--- config.mk ---
export PLATFORM = sky130hd
export DESIGN_NAME = sac_fifo
export DESIGN_NICKNAME = d
export VERILOG_FILES = /design/src/hw/rtl/sac_fifo.sv
export SDC_FILE = /design/constraint.sdc
export NUM_CORES = 1
export LEC_CHECK = 0
export BUFFER_PORTS_ARGS = -buffer_cell sky130_fd_sc_hd__buf_2
export CAP_MARGIN = 20
export CORE_MARGIN = 4
export CORE_UTILIZATION = 35
export CTS_CLUSTER_DIAMETER = 80
export CTS_CLUSTER_SIZE = 8
export DETAILED_ROUTE_END_ITERATION = 10
export PLACE_DENSITY_LB_ADDON = 0.08
export REMOVE_ABC_BUFFERS = 1
export SLEW_MARGIN = 25
export SYNTH_ARGS = -nofsm -noshare
export SYNTH_HDL_FRONTEND = slang
export SYNTH_SLANG_ARGS = --single-unit
export TNS_END_PERCENT = 100
--- constraint.sdc ---
create_clock -name clk_i -period 2.6 [get_ports clk_i]
set_input_delay 0.26 -clock clk_i [delete_from_list [all_inputs] [get_ports clk_i]]
set_output_delay 0.26 -clock clk_i [all_outputs]
set_load 0.05 [all_outputs]
--- src/hw/rtl/sac_fifo.sv ---
module sac_fifo #(
  parameter int unsigned WIDTH = 8,
  parameter int unsigned DEPTH = 2
) (
  input  logic             clk_i,
  input  logic             rst_ni,
  input  logic             push_i,
  input  logic [WIDTH-1:0] wdata_i,
  input  logic             pop_i,
  output logic [WIDTH-1:0] rdata_o,
  output logic             full_o,
  output logic             empty_o
);

  localparam int unsigned PTR_W = (DEPTH > 1) ? $clog2(DEPTH) : 1;
  localparam int unsigned CNT_W = $clog2(DEPTH + 1);

  logic [WIDTH-1:0] slot_q [DEPTH];
  logic [PTR_W-1:0] wptr_q, wptr_d, rptr_q, rptr_d;
  logic [CNT_W-1:0] cnt_q, cnt_d;
  logic             do_push, do_pop;

  assign full_o  = (cnt_q == CNT_W'(DEPTH));
  assign empty_o = (cnt_q == '0);
  assign do_push = push_i && !full_o;
  assign do_pop  = pop_i && !empty_o;
  assign rdata_o = slot_q[rptr_q];

  always_comb begin
    wptr_d = wptr_q;
    rptr_d = rptr_q;
    cnt_d  = cnt_q;
    if (do_push) begin
      wptr_d = (wptr_q == PTR_W'(DEPTH - 1)) ? '0 : wptr_q + 1'b1;
    end
    if (do_pop) begin
      rptr_d = (rptr_q == PTR_W'(DEPTH - 1)) ? '0 : rptr_q + 1'b1;
    end
    if (do_push && !do_pop) begin
      cnt_d = cnt_q + 1'b1;
    end else if (do_pop && !do_push) begin
      cnt_d = cnt_q - 1'b1;
    end
  end

  always_ff @(posedge clk_i or negedge rst_ni) begin
    if (!rst_ni) begin
      wptr_q <= '0;
      rptr_q <= '0;
      cnt_q  <= '0;
    end else begin
      wptr_q <= wptr_d;
      rptr_q <= rptr_d;
      cnt_q  <= cnt_d;
    end
  end

  always_ff @(posedge clk_i) begin
    if (do_push) begin
      slot_q[wptr_q] <= wdata_i;
    end
  end

endmodule

=== Word level (Yosys, flattened, before mapping) ===
Memory sizes are Yosys's and may differ from the RTL's.
Cells that the tools add are included.
Widths: inputs -> output; s select.

* Input bits: 12
* Output and inout bits: 10
* Register bits after elaboration: 4
* Memory bits (writable): 16
* Logic and storage cells: 25
* Memories kept: 1

* $add $sub $neg: 4
* Muxes and demuxes: 6
* Equality and inequality tests: 1
* Reductions and logical operators: 10

{| class="wikitable"
|+ Memories
! name !! depth !! width !! rd ports !! clocked after Yosys merged registers in !! write ports !! RTL line !! RTL
|-
| slot_q || 2 || 8 || 1 || 0 || 1 || 18 || <nowiki>logic [WIDTH-1:0] slot_q [DEPTH];</nowiki>
|}

{| class="wikitable"
|+ Operator list
! cell !! number
|-
| $logic_and 1x1->1 || 4
|-
| $logic_not 1->1 || 4
|-
| $mux 1 || 4
|-
| $mux 2 || 2
|-
| $add 1x1->1 const B || 2
|-
| $add 2x1->2 const B || 1
|-
| $eq 2x2->1 const B || 1
|-
| $logic_not 2->1 || 1
|-
| $reduce_bool 2->1 || 1
|-
| $sub 2x1->2 const B || 1
|}

=== Longest topological paths before layout ===
* Depth in word-level cells: 7
* Mapped depth: 7

=== Worst setup path after synthesis ===
No wires, ideal clock.

* Path type: flip-flop to flip-flop
* From: reg cnt_q[0]
* To: mem slot_q[0][0] (enable)
* Cell stages (with the launch flop): 4
* Path slack: 1208 ps
* Arrival: 1022 ps
* Library setup time: 370 ps
* Path through: dfrtp_1 nand2b_1 nand2_2 nor2_1

* Longest elaborated chain between the ends: 5

{| class="wikitable"
|+ Ends and longest elaborated chain
! item !! RTL line !! RTL
|-
| from (decl) || 20 || <nowiki>logic [CNT_W-1:0] cnt_q, cnt_d;</nowiki>
|-
| from (signal assigned) || 54 || <nowiki>cnt_q <= cnt_d;</nowiki>
|-
| $eq 2x2->1 || 23 || <nowiki>assign full_o = (cnt_q == CNT_W'(DEPTH));</nowiki>
|-
| $logic_not 1->1 || 25 || <nowiki>assign do_push = push_i && !full_o;</nowiki>
|-
| $logic_and 1x1->1 || 25 ||
|-
| $mux 1 || 59 || <nowiki>if (do_push) begin</nowiki>
|-
| $mux 1 (implied by the code) || 60 || <nowiki>slot_q[wptr_q] <= wdata_i;</nowiki>
|-
| to (decl) || 18 ||
|}

No other way between the ends.

=== Final worst setup path ===
* From: reg rptr_q
* To: out rdata_o[7]

* Longest elaborated chain between the ends: 1

{| class="wikitable"
|+ Ends and longest elaborated chain
! item !! RTL line !! RTL
|-
| from (decl) || 19 || <nowiki>logic [PTR_W-1:0] wptr_q, wptr_d, rptr_q, rptr_d;</nowiki>
|-
| from (signal assigned) || 53 || <nowiki>rptr_q <= rptr_d;</nowiki>
|-
| $mem_v2 2x8 || -- ||
|-
| to (decl) || 10 || <nowiki>output logic [WIDTH-1:0] rdata_o,</nowiki>
|}

No other way between the ends.

==> results.md <==
Drt:
- The total routed wirelength is about 1200 um.
- Using the TritonRoute via totals, the vias-per-cell ratio works out to ~4.3.
- Summing over every cut layer, the via total after detailed routing is 413.
- The routed length on met2 is 591 um.
- The number of remaining DRC errors is 0.
- The number of optimization iterations in the first detailed-route pass is 2.
- The number of DRC violations after detailed-routing iteration 0 is 6.
- After detailed routing, the met3 layer carries between 80 and 90 um of wire.
- The highest layer touched by signal routing is met3.
- The detail-routed net length per standard cell is about 13 um.
- The count of nets left with antenna violations after detail routing is 0.
- The length of routed wiring on met1 is 539 um.

Yosys:
- Sorting the synthesized cells by area gives the leading types as sky130_fd_sc_hd__edfxtp_1 61%, sky130_fd_sc_hd__dfrtp_1 13%, sky130_fd_sc_hd__mux2_1 8.6%.
- The synthesized design contains 16 enable-type register cells.
- The average instance area after synthesis is roughly 18 sq um.
- The top-area cell type share of the netlist area is about three fifths.
- The combined area of all synthesized cells is 782 sq um.
- In the synthesized netlist, the cells that appear most often are 16 x sky130_fd_sc_hd__edfxtp_1, 6 x sky130_fd_sc_hd__mux2_1, 4 x sky130_fd_sc_hd__dfrtp_1.
- The count of warnings emitted by yosys is 0.
- The number of synthesized register bits is 20.
- Of the synthesized area, sequential elements account for approximately 74%.
- For this run, the leading register cell type out of synthesis is sky130_fd_sc_hd__edfxtp_1.
- The number of library cell types mapped by synthesis is 15.
- The synthesized netlist cell count is 44.
- The cell type with the highest aggregate area in the netlist is sky130_fd_sc_hd__edfxtp_1.
- In the post-synthesis netlist, the cell with the most instances is sky130_fd_sc_hd__edfxtp_1.
- After synthesis, the share of flip-flops with an asynchronous set or reset is 20.0%.

GRT:
- Entering global routing, the biggest net connects 12 pins.
- The number of antenna violations at the first check in global routing is 0.
- The global-route usage over all layers is under 10%.
- The overall overflow remaining after global route is 0.
- The global-route wire length before repair is between 2000 and 2500 um.
- The number of global-route vias before repair was 457.

Placement:
- At the end of routability-driven placement, the weighted congestion stood at approximately 0.63.
- The half-perimeter wire length after detailed placement is between 900 and 1000 um.
- In this run the tool buffered the top-level ports with 21 buffer cells.

Timing:
- The number of hold-slack violations in the final timing report is 0.
- On the final layout, the worst hold slack is between 0.1 and 0.15 ns.
- For the pin with the worst max-slew slack, the measured transition is approximately 0.65 ns.
- The top achievable clock speed is approximately 0.58 GHz.
- The final critical path takes up 66.8% of the cycle.
- The count of final max-slew check failures is 0.
- The final setup skew is 0.00125 ns.
- Setup repair after global routing left no endpoint under its margin.
- Adding up every negative setup slack in the final design gives 0 ns.
- The worst slew margin relative to its limit is between 50% and 60%.
- The number of setup violations in the final report is 0.
- The final period demand of the worst path is about 1.7 ns.

Floorplan:
- The initialized floorplan defines 16 standard-cell rows.
- The initial utilization of the core area, before any placement, comes to 38.3%.
- The floorplan step set the die height to about 55 um.
- In this run the standard cell core region covers just over 0.002 sq mm.
- The die width is 55.3 um.
- For this design the top-level I/O count stands at 22.
- The die covers 0.00305 sq mm.

Clock tree:
- The clock passes through at most 2 buffers.
- CTS built an H-tree with a depth of 1.
- In this run, post-CTS repair resized a total of 0 instances.
- The root buffer cell is sky130_fd_sc_hd__clkbuf_4.
- The clock net sink count is 20.
- TritonCTS built the clock tree.
- After clock tree synthesis, the clock-pin slew on the worst setup and hold paths is ~0.11 ns.
- Clock latency on the worst-skew pair, taken at its later pin, is approximately 0.29 ns.
- The number of buffers created by CTS is 3.

Layout:
- The number of antenna diodes in the final layout is 0.
- The core utilization of the finished layout is a little under half.
- The fraction of final layout cells with drive strength greater than 1 is roughly 41%.
- Relative to the synthesized area, the layout overhead comes to 21.8%.
- The filler cell count in the final layout is roughly 190.
- In the final design database the tool counted 83 nets.

Worst setup path:
- The critical path in this run is classified as reg -> out.
- STA classifies the critical path startpoint as a register.
- The worst setup path is captured at a primary output.
- The top fanout value on the critical path is 9.
- The signal on the critical path passes through mux2_2, buf_2.
- The largest stage delay on the critical path is about 0.6 ns.
- The slowest stage of the critical path belongs to the cell sky130_fd_sc_hd__dfrtp_1.
- The required time of the critical path is between 2 and 2.5 ns.
- The kind of cell adding the most delay to the critical path is flip-flops.
- The total buffers and inverters traversed by the critical path is 1.
- Data on the critical path arrives at its endpoint at approximately 1.5 ns.

Flow run:
- Max-cap violations in this run came to 0.

Status:
- The run finished with clean final reports.

Worst hold path:
- The worst hold-check path type is in -> reg.

Pwr:
- In this run the power density over the cells is between 1000 and 1500 mW/mm^2.
- For this design the static power due to leakage is just under 0.4 nW.
- The worst-case IR drop observed on VDD is between 0.7 and 0.8 mV.
-- cells in the final DEF (no fill, tap or decap), drive strengths merged --
cell / Yosys / routed
buf: 1 / 21
edfxtp: 16 / 16
mux2: 8 / 8
dfrtp: 4 / 4
nor2: 3 / 3
clkbuf: 0 / 3
xnor2: 3 / 3
inv: 2 / 2
xor2: 2 / 2
nand2b: 1 / 1
nand2: 1 / 1
o21ai: 1 / 1
and3: 1 / 1
ha: 1 / 1
clkinv: 0 / 1
dlygate4sd3: 0 / 1
-- sequential cells by signal, summed over array words and instances (netlist names) --
signal / count
rptr_q: 1
cnt_q: 2
wptr_q: 1
slot_q: 16
-- through the flow --
stage	setup slack, ns	cell area (sq um)	power [mW]	std cells
floorplan	1.21	777	0.955	43
finish	0.864	952	1.21	96
CTS	0.830	952	1.22	96
global placement	1.08	916	1.07	91
global route	0.785	952	1.28	96
detailed placement	1.00	916	1.08	91
-- kinds of logic (layout without fill, tap and decap cells) --
kind of cell    after synthesis  in the layout  synth area share (%)
compound gates                1              1                 0.639
xor+xnor                      5              5                  6.56
fa+ha+maj                     1              1                  1.60
buf+inv                       3             28                  1.60
flops                        20             20                  74.2
mux                           8              8                  11.5
simple gates                  6              6                  3.84
-- per-layer routing --
| layer | track usage [%] | vias up |
|---|---|---|
| met1 | 9.99 | 191 |
| met5 | 0 | - |
| li1 | - | 209 |
| met4 | 5.21 | 0 |
| met2 | 14.0 | 13 |
| met3 | 2.80 | 0 |
-- final timing paths --
path,slack (ns),endpoint,depth (start not counted),from
worst max-delay path,0.86,rdata_o[7],2,rptr_q$_DFFE_PN0P_
worst min-delay path,0.15,slot_q[0][4]$_DFFE_PP_,1,wdata_i[4]
worst max register to register,1.01,slot_q[0][3]$_DFFE_PP_,3,cnt_q[0]$_DFFE_PN0P_
worst min register to register,0.54,cnt_q[1]$_DFFE_PN0P_,1,cnt_q[1]$_DFFE_PN0P_
max in group asynchronous,2.19,wptr_q$_DFFE_PN0N_,2,rst_ni
min in group asynchronous,0.29,cnt_q[0]$_DFFE_PN0P_,2,rst_ni
-- where the power goes --
part | total, mW | switching (mW) | leakage [nW] | internal [mW]
Combinational | 0.549 | 0.382 | 0.183 | 0.167
Clock | 0.145 | 0.0892 | 0.0154 | 0.0558
Sequential | 0.517 | 0.0690 | 0.195 | 0.448
Total | 1.21 | 0.541 | 0.394 | 0.671
-- area by class of cell --
class,count,area [sq um],area share (%)
timing repair buffer,22,115,12.1
tap,27,33.8,3.55
clock inverter,1,3.75,0.394
inverter,2,7.51,0.788
sequential,20,581,61.0
multi-input combinational,21,189,19.8
clock buffer,3,22.5,2.37
-- worst register-to-register path, cell delays in order (launching register included) --
cell                       delay [ns]
sky130_fd_sc_hd__dfrtp_1         0.44
sky130_fd_sc_hd__nand2b_1        0.18
sky130_fd_sc_hd__nand2_2         0.10
sky130_fd_sc_hd__nor2_1          0.51
-- timing repair --
item	CTS	global route
endpoints found under the setup margin	0	0
buffers inserted	0	0
hold buffers	1	0
endpoints found under the hold margin	4	0
Note: power is estimated with default switching activity, not from simulation.
