--- src/hw/rtl/sac_pkg.sv ---
package sac_pkg;

  // Configuration register fields are all 4 bits wide
  localparam int unsigned CFG_W     = 4;
  localparam int unsigned CFG_IDX_W = 2;

  // Widest set index the set_index_bits register can ask for
  localparam int unsigned SIDX_W = (2 ** CFG_W) - 1;

  typedef enum logic [CFG_IDX_W-1:0] {
    CFG_LINE_OFFSET = 2'd0,
    CFG_SET_INDEX   = 2'd1,
    CFG_WAYS_IN_USE = 2'd2
  } cfg_idx_e;

  localparam logic [CFG_W-1:0] LINE_OFFSET_RST = 4'd6;
  localparam logic [CFG_W-1:0] SET_INDEX_RST   = 4'd10;
  localparam logic [CFG_W-1:0] WAYS_IN_USE_RST = 4'd8;

  typedef struct packed {
    logic [CFG_W-1:0] line_offset_bits;
    logic [CFG_W-1:0] set_index_bits;
    logic [CFG_W-1:0] ways_in_use;
  } cfg_t;

  typedef enum logic [1:0] {
    BK_CLEAR,
    BK_IDLE,
    BK_LOOK
  } back_state_e;

endpackage

--- src/hw/rtl/sac_front.sv ---
module sac_front #(
  parameter int unsigned ADDR_BITS = 48,
  parameter int unsigned TID_BITS  = 8,
  parameter int unsigned SETS      = 1024,
  parameter int unsigned SETW      = 10
) (
  input  logic                 clk_i,
  input  logic                 rst_ni,
  input  sac_pkg::cfg_t        cfg_i,
  input  logic                 in_valid_i,
  input  logic [ADDR_BITS-1:0] addr_i,
  input  logic [TID_BITS-1:0]  tid_i,
  output logic                 stall_o,
  output logic                 push_o,
  input  logic                 full_i,
  output logic [SETW-1:0]      set_o,
  output logic [ADDR_BITS-1:0] tag_o,
  output logic [TID_BITS-1:0]  tid_o
);

  import sac_pkg::*;

  // set = masked line bits mod SETS, via reciprocal multiply plus one correction
  localparam int unsigned LG      = $clog2(SETS);
  localparam int unsigned SHIFT   = SIDX_W + LG;
  localparam int unsigned RECIP_W = SHIFT + 1;
  localparam int unsigned PROD_W  = SIDX_W + RECIP_W;
  localparam int unsigned QD_W    = SIDX_W + LG + 1;
  localparam logic [RECIP_W-1:0] RECIP   = RECIP_W'((64'd1 << SHIFT) / 64'(SETS));
  localparam logic [LG:0]        SETS_C  = (LG + 1)'(SETS);

  logic                 adv;
  logic                 v1_q, v2_q;
  logic [ADDR_BITS-1:0] line_q;
  logic [TID_BITS-1:0]  tid1_q, tid2_q;
  logic [ADDR_BITS-1:0] tag_q, tag_d;
  logic [SIDX_W-1:0]    setv_q, setv_d;
  logic [SIDX_W-1:0]    quo_q, quo_d;
  logic [SIDX_W:0]      mask_full;
  logic [PROD_W-1:0]    prod;
  logic [QD_W-1:0]      qd;
  logic [SIDX_W-1:0]    rem0, rem1;
  logic [31:0]          rem_ext;

  assign adv     = !(v2_q && full_i);
  assign stall_o = !adv;
  assign push_o  = v2_q && !full_i;

  // stage 2 inputs
  always_comb begin
    mask_full = ({{SIDX_W{1'b0}}, 1'b1} << cfg_i.set_index_bits) - 1'b1;
    tag_d     = line_q >> cfg_i.set_index_bits;
    setv_d    = line_q[SIDX_W-1:0] & mask_full[SIDX_W-1:0];
    prod      = PROD_W'(setv_d) * PROD_W'(RECIP);
    quo_d     = prod[SHIFT +: SIDX_W];
  end

  // remainder correction; quotient estimate is low by at most one
  always_comb begin
    qd   = QD_W'(quo_q) * QD_W'(SETS_C);
    rem0 = setv_q - qd[SIDX_W-1:0];
    rem1 = rem0;
    if (32'(rem0) >= 32'(SETS)) begin
      rem1 = rem0 - SIDX_W'(SETS);
    end
    rem_ext = 32'(rem1);
  end

  assign set_o = rem_ext[SETW-1:0];
  assign tag_o = tag_q;
  assign tid_o = tid2_q;

  always_ff @(posedge clk_i or negedge rst_ni) begin
    if (!rst_ni) begin
      v1_q <= 1'b0;
      v2_q <= 1'b0;
    end else if (adv) begin
      v1_q <= in_valid_i;
      v2_q <= v1_q;
    end
  end

  always_ff @(posedge clk_i) begin
    if (adv) begin
      line_q <= addr_i >> cfg_i.line_offset_bits;
      tid1_q <= tid_i;
      tag_q  <= tag_d;
      setv_q <= setv_d;
      quo_q  <= quo_d;
      tid2_q <= tid1_q;
    end
  end

endmodule

--- config.mk ---
export PLATFORM = sky130hd
export DESIGN_NAME = sac_front
export DESIGN_NICKNAME = d
export VERILOG_FILES = /design/src/hw/rtl/sac_pkg.sv /design/src/hw/rtl/sac_front.sv
export SDC_FILE = /design/constraint.sdc
export NUM_CORES = 1
export LEC_CHECK = 0
export BUFFER_PORTS_ARGS = -buffer_cell sky130_fd_sc_hd__buf_2
export CAP_MARGIN = 15
export CORE_UTILIZATION = 39
export DETAILED_ROUTE_END_ITERATION = 7
export SETUP_SLACK_MARGIN = 0.5
export SLEW_MARGIN = 20
export SYNTH_ARGS = -nofsm -noshare
export SYNTH_HDL_FRONTEND = slang
export SYNTH_SLANG_ARGS = --single-unit
--- constraint.sdc ---
create_clock -name clk_i -period 4.1 [get_ports clk_i]
set_clock_uncertainty 0.15 [all_clocks]
set_input_delay 0.205 -clock clk_i [delete_from_list [all_inputs] [get_ports clk_i]]
set_output_delay 0.205 -clock clk_i [all_outputs]
set_load 0.01 [all_outputs]
-- Word level (Yosys, flattened, before mapping)
Index checks and enable logic that the tools add are counted.
- bits in registers: 134
- output and inout bits: 68
- logic and storage cells: 20
- add/subtract/negate cells: 3
- $lt $le $gt $ge: 1
- shifts and indexed selects: 3
- multiplexer cells: 1
- bitwise operators: 1
- reduce and logical (&&, ||, !) cells: 3
- operators by type and width (kind ; count):
    right shift 48 x 4 -> 48 bit ; 2
    bitwise AND 15 bit ; 1
    >= comparator 15 x 11 -> 1 bit, second input constant ; 1
    << shifter 1 x 4 -> 15 bit, first input constant ; 1
    subtractor 15 x 1 -> 15 bit, second input constant ; 1
    subtractor 15 bit ; 1
    two-way mux 10 bit ; 1
    subtractor 10 x 1 -> 10 bit, second input constant ; 1
    logical AND 1 bit ; 2
    logical NOT 1 bit ; 1

-- Logic depth before layout (Yosys ltp)
- depth in word-level cells: 3
- gate-level depth with buffers: 11

-- Least setup slack after synthesis
No wires, ideal clock.
- path type: register -> register
- start point: register v2_q
- end point: register v1_q
- arrival time: 3.521 ns
- required time: 3.810 ns
- slack: 0.289 ns
- cell stages (with the launch flop): 3
- buffers on the path: 0
- period minus slack after synthesis: 3.811 ns
- cells stage by stage: dfrtp_1 -> nand2_1 -> mux2_2
- cells in the longest elaborated chain, start to end: 1
- RTL lines (what ; RTL line ; text):
    start: declaration ; sac_front.sv:33 ; logic v1_q, v2_q;
    start signal: assignment ; sac_front.sv:79 ; v2_q <= v1_q;
    logical AND 1 bit ; sac_front.sv:45 ; assign adv = !(v2_q && full_i);
    end signal: assignment ; sac_front.sv:78 ; v1_q <= in_valid_i;
    end: declaration ; sac_front.sv:33 ;
Every way passes these cells.
A chain may end at the register's enable or synchronous reset.

-- Worst setup path after layout
- start point: input cfg_i[11] in the netlist's numbering
- end point: register line_q[0], data pin
- cells in the longest elaborated chain, start to end: 1
- RTL lines (what ; RTL line ; text):
    start: declaration ; sac_front.sv:9 ; input sac_pkg::cfg_t cfg_i,
    right shift 48 x 4 -> 48 bit ; sac_front.sv:85 ; line_q <= addr_i >> cfg_i.line_offset_bits;
    end signal: assignment ; sac_front.sv:85 ;
    end: declaration ; sac_front.sv:34 ; logic [ADDR_BITS-1:0] line_q;
Every way passes these cells.

==> flow_summary_export.csv <==
group,metric,value,unit
logic_synthesis,yosysUniqueCellTypes,48,
floorplanning,start_util,40.19,%
clock_network,htree_num_levels,4,
finish,num_antenna_cells,0,
flow_run,drv_cap,0,
floorplanning,coreArea,20490,sq um
clock_network,cts_buffers,17,
route,drtPass1Iterations,5,
sta,maxSlewViolCount,0,
clock_network,cts_resized,0,
critical_path,reg2reg_depth,3,
logic_synthesis,synth_top_family_by_area,"multiplexers",
hold_path,hold_depth,5,
power_and_ir_drop,totalPowerFinal,4.149,mW
logic_synthesis,synth_xor_area_share,0.1063,%
finish,drive_gt1_share,27.19,%
floorplanning,die_y,147.3,um
place,hpwl,14690,um
clock_network,post_cts.repair.setup_buffers,0,
critical_path,crit_arrival,2240,ps
power_and_ir_drop,power.leakage,4.071,nW
sta,finalHoldViolCount,0,
sta,max_freq,449.5,MHz
sta,rsz0062_at_grt,"no",
route,drt_drc_violations_left,0,
route,drt-met1-wl,10030,um
floorplanning,die_area,21700,sq um
power_and_ir_drop,p_int,2.960,mW
clock_network,cts_buffer_depth,2,
logic_synthesis,netlist_area,8237,sq um
finish,syn2layout_area_growth,18.68,%
grt,antenna_found_initial,0,
sta,worst_pin_slew,913.6,ps
route,drtIter0Drc,649,
critical_path,rr_startpoint,"line_q[14]$_DFFE_PN_",
power_and_ir_drop,seqPwrFrac,41.3,%
sta,tns,0,ps
sta,worst_slack,1875,ps
critical_path,cp-end-kind,"flop",
hold_path,hp-start,"addr_i[0]",
sta,fin_crit,2225,ps
route,route.met3.wl,1062,um
grt,grtUsageTotal,18.43,%
finish,fin_cells,1116,
place,gp_congestion,0.9103,
critical_path,critPathRequiredTime,4110,ps
critical_path,cp-start-kind,"primary input",
route,antenna_left,0,
power_and_ir_drop,p_sw,1.189,mW
sta,fin_crit_sh,54.26,%
power_and_ir_drop,p_sw_share,28.65,%
power_and_ir_drop,combPwrFrac,23.3,%
route,highest_layer,"met4",
critical_path,r2r_setup_slack,2210,ps
sta,hold_ws,145.6,ps
clock_network,cts_tree,"built",
power_and_ir_drop,peakVddDrop,282.2,uV
status,status,"finished clean",
logic_synthesis,synthArstFlopShare,1.613,%
logic_synthesis,synth_edf_count,122,
logic_synthesis,synth_mux_area_share,27.80,%
grt,grt_pass1_wl,31110,um
clock_network,cts-root-buf,"clkbuf_16",
route,wl_met2,8516,um
route,routed_wl,19880,um
logic_synthesis,synthAdderAreaFrac,0.1519,%
logic_synthesis,synth_cells,715,
clock_network,clk_pin_slew,60,ps
power_and_ir_drop,pwr-share-clk,35.5,%
clock_network,clkSinkCount,124,
logic_synthesis,synth_nets,788,
clock_network,clk_latency,410,ps
logic_synthesis,yosysWarningCount,0,
sta,slew_headroom,38.97,%
critical_path,crit_type,"in2reg",
logic_synthesis,synthSimpleGateAreaFrac,9.054,%
critical_path,cp_max_fo,46,
logic_synthesis,yosys_register_bits,124,
sta,setup_viol,0,
floorplanning,io_pins,140,
grt,grt_max_degree,65,
grt,grt_pass1_vias,5705,
logic_synthesis,ys_seq_area_share,45.09,%
finish,final_cell_area,9776,sq um
logic_synthesis,synth_compound_area_share,13.78,%
place,dp_cells,1073,
hold_path,hp-class,"in2reg",
route,vias,6280,
place,portBuffers,135,
route,wl_per_cell,17.81,um
floorplanning,dieWidth,147.3,um
place,dpl_worst_slack,1478,ps
finish,final_nets,906,
place,placed_area,9070,sq um
floorplanning,row_count,52,
finish,final_util,47.70,%
route,viasPerCell,5.627,
power_and_ir_drop,power_density,424.4,nW/um^2
logic_synthesis,avgSynthCellArea,11.52,sq um
logic_synthesis,ys.flop_type,"edfxtp_1",
grt,globalRoute.totalOverflow,0,
hold_path,hold_end,"line_q[0]$_DFFE_PN_",
critical_path,reg2reg_to,"tag_o[5]$_DFFE_PN_",
power groups by stage:
stage | clock [mW] | sequential [mW] | combinational (mW)
floorplan | 0 | 1.78 | 0.591
global placement | 0 | 1.74 | 0.944
detailed placement | 0 | 1.74 | 0.947
CTS | 1.50 | 1.71 | 0.959
global route | 1.55 | 1.73 | 1.05
finish | 1.47 | 1.71 | 0.965
registers in the layout, indices dropped and copies added, names as in the netlist:
| signal | count |
|---|---|
| v2_q | 1 |
| tid1_q | 8 |
| setv_q | 10 |
| v1_q | 1 |
| line_q | 48 |
| tag_o | 48 |
| tid_o | 8 |
cell usage after synthesis (2+ instances only):
master | n | share of area (%)
clkinv_1 | 4 | 0.18
nand2_1 | 73 | 3.3
buf_1 | 9 | 0.41
inv_1 | 5 | 0.23
edfxtp_1 | 122 | 44
o221ai_1 | 2 | 0.21
nand2b_1 | 5 | 0.38
nor2_1 | 47 | 2.1
nor2b_1 | 12 | 0.91
and2_1 | 10 | 0.76
dfrtp_1 | 2 | 0.61
a221o_1 | 5 | 0.61
a21oi_1 | 28 | 1.7
nand3_1 | 2 | 0.12
o22ai_1 | 10 | 0.76
o211ai_1 | 2 | 0.18
mux4_2 | 17 | 4.6
or2_2 | 3 | 0.23
buf_2 | 10 | 0.61
and3_1 | 2 | 0.15
a21boi_0 | 2 | 0.18
clkbuf_1 | 28 | 1.3
mux2_2 | 31 | 4.2
o21ai_0 | 14 | 0.85
a22oi_1 | 88 | 8.0
mux4_1 | 9 | 2.9
o2bb2ai_1 | 2 | 0.21
buf_4 | 7 | 0.64
mux2i_1 | 132 | 16
nor3_1 | 13 | 0.79
buf_12 | 2 | 0.49
routing by layer:
layer  vias up  track usage (%)
met2       238            25.83
met4         0            6.392
met3        15            2.950
met5         -                0
met1      2976            28.44
li1       3051                -
kinds of logic (layout without fill, tap and decap cells):
kind of cell / count (synthesis) / in the layout
multiplexers: 189 / 189
AO/OA/AOI/OAI: 163 / 163
XOR/XNOR: 1 / 1
adder cells (fa/ha/maj): 1 / 1
buffers and inverters: 67 / 198
flip-flops: 124 / 124
AND/OR/NAND/NOR: 170 / 170
worst max path at each step:
stage          depth (start not counted)              from                  end  slack, ps
2_1_floorplan                          2  v2_q$_DFFE_PN0N_     v1_q$_DFFE_PN0N_       1520
3_3_place_gp                           5         cfg_i[11]  line_q[0]$_DFFE_PN_       1480
3_5_place_dp                           5         cfg_i[11]  line_q[0]$_DFFE_PN_       1480
4_1_cts                                5         cfg_i[11]  line_q[0]$_DFFE_PN_       1910
5_1_grt                                9          cfg_i[4]  setv_q[4]$_DFFE_PN_       1660
6_report                               5         cfg_i[11]  line_q[0]$_DFFE_PN_       1880
worst max-delay path, cell delays in order:
cell,delay [ps]
buf_2,650
mux4_1,660
mux2_2,300
a222oi_1,350
inv_1,60
area by class of cell:
class                      count  area [sq um]
fill                        1927         10720
sequential                   124          3714
clock buffer                  19         452.9
clock inverter                13         142.6
tap                          270         337.8
multi-input combinational    524          4199
inverter                       9         33.78
timing repair buffer         157         895.9
cell usage in the layout (no fill, tap or decap), types with 5 or more instances in the layout:
cell | synthesis | routed
edfxtp_1 | 122 | 122
buf_2 | 10 | 134
dlygate4sd3_1 | 0 | 11
nand2b_1 | 5 | 5
mux4_1 | 9 | 9
clkbuf_16 | 0 | 17
buf_4 | 7 | 10
mux2_2 | 31 | 31
mux4_2 | 17 | 17
nand2_1 | 73 | 72
clkinv_4 | 0 | 5
nor2b_1 | 12 | 12
nor2_1 | 47 | 47
a21oi_1 | 28 | 28
nor3_1 | 13 | 13
inv_1 | 5 | 5
mux2i_1 | 132 | 132
a22oi_1 | 88 | 88
and2_1 | 10 | 10
o22ai_1 | 10 | 10
o21ai_0 | 14 | 14
a221o_1 | 5 | 5
timing repair:
item,4_1_cts,5_1_grt
hold buffers,11,0
hold endpoints to repair,11,0
setup endpoints to repair,0,0
Power figures use the tool's default switching activity.
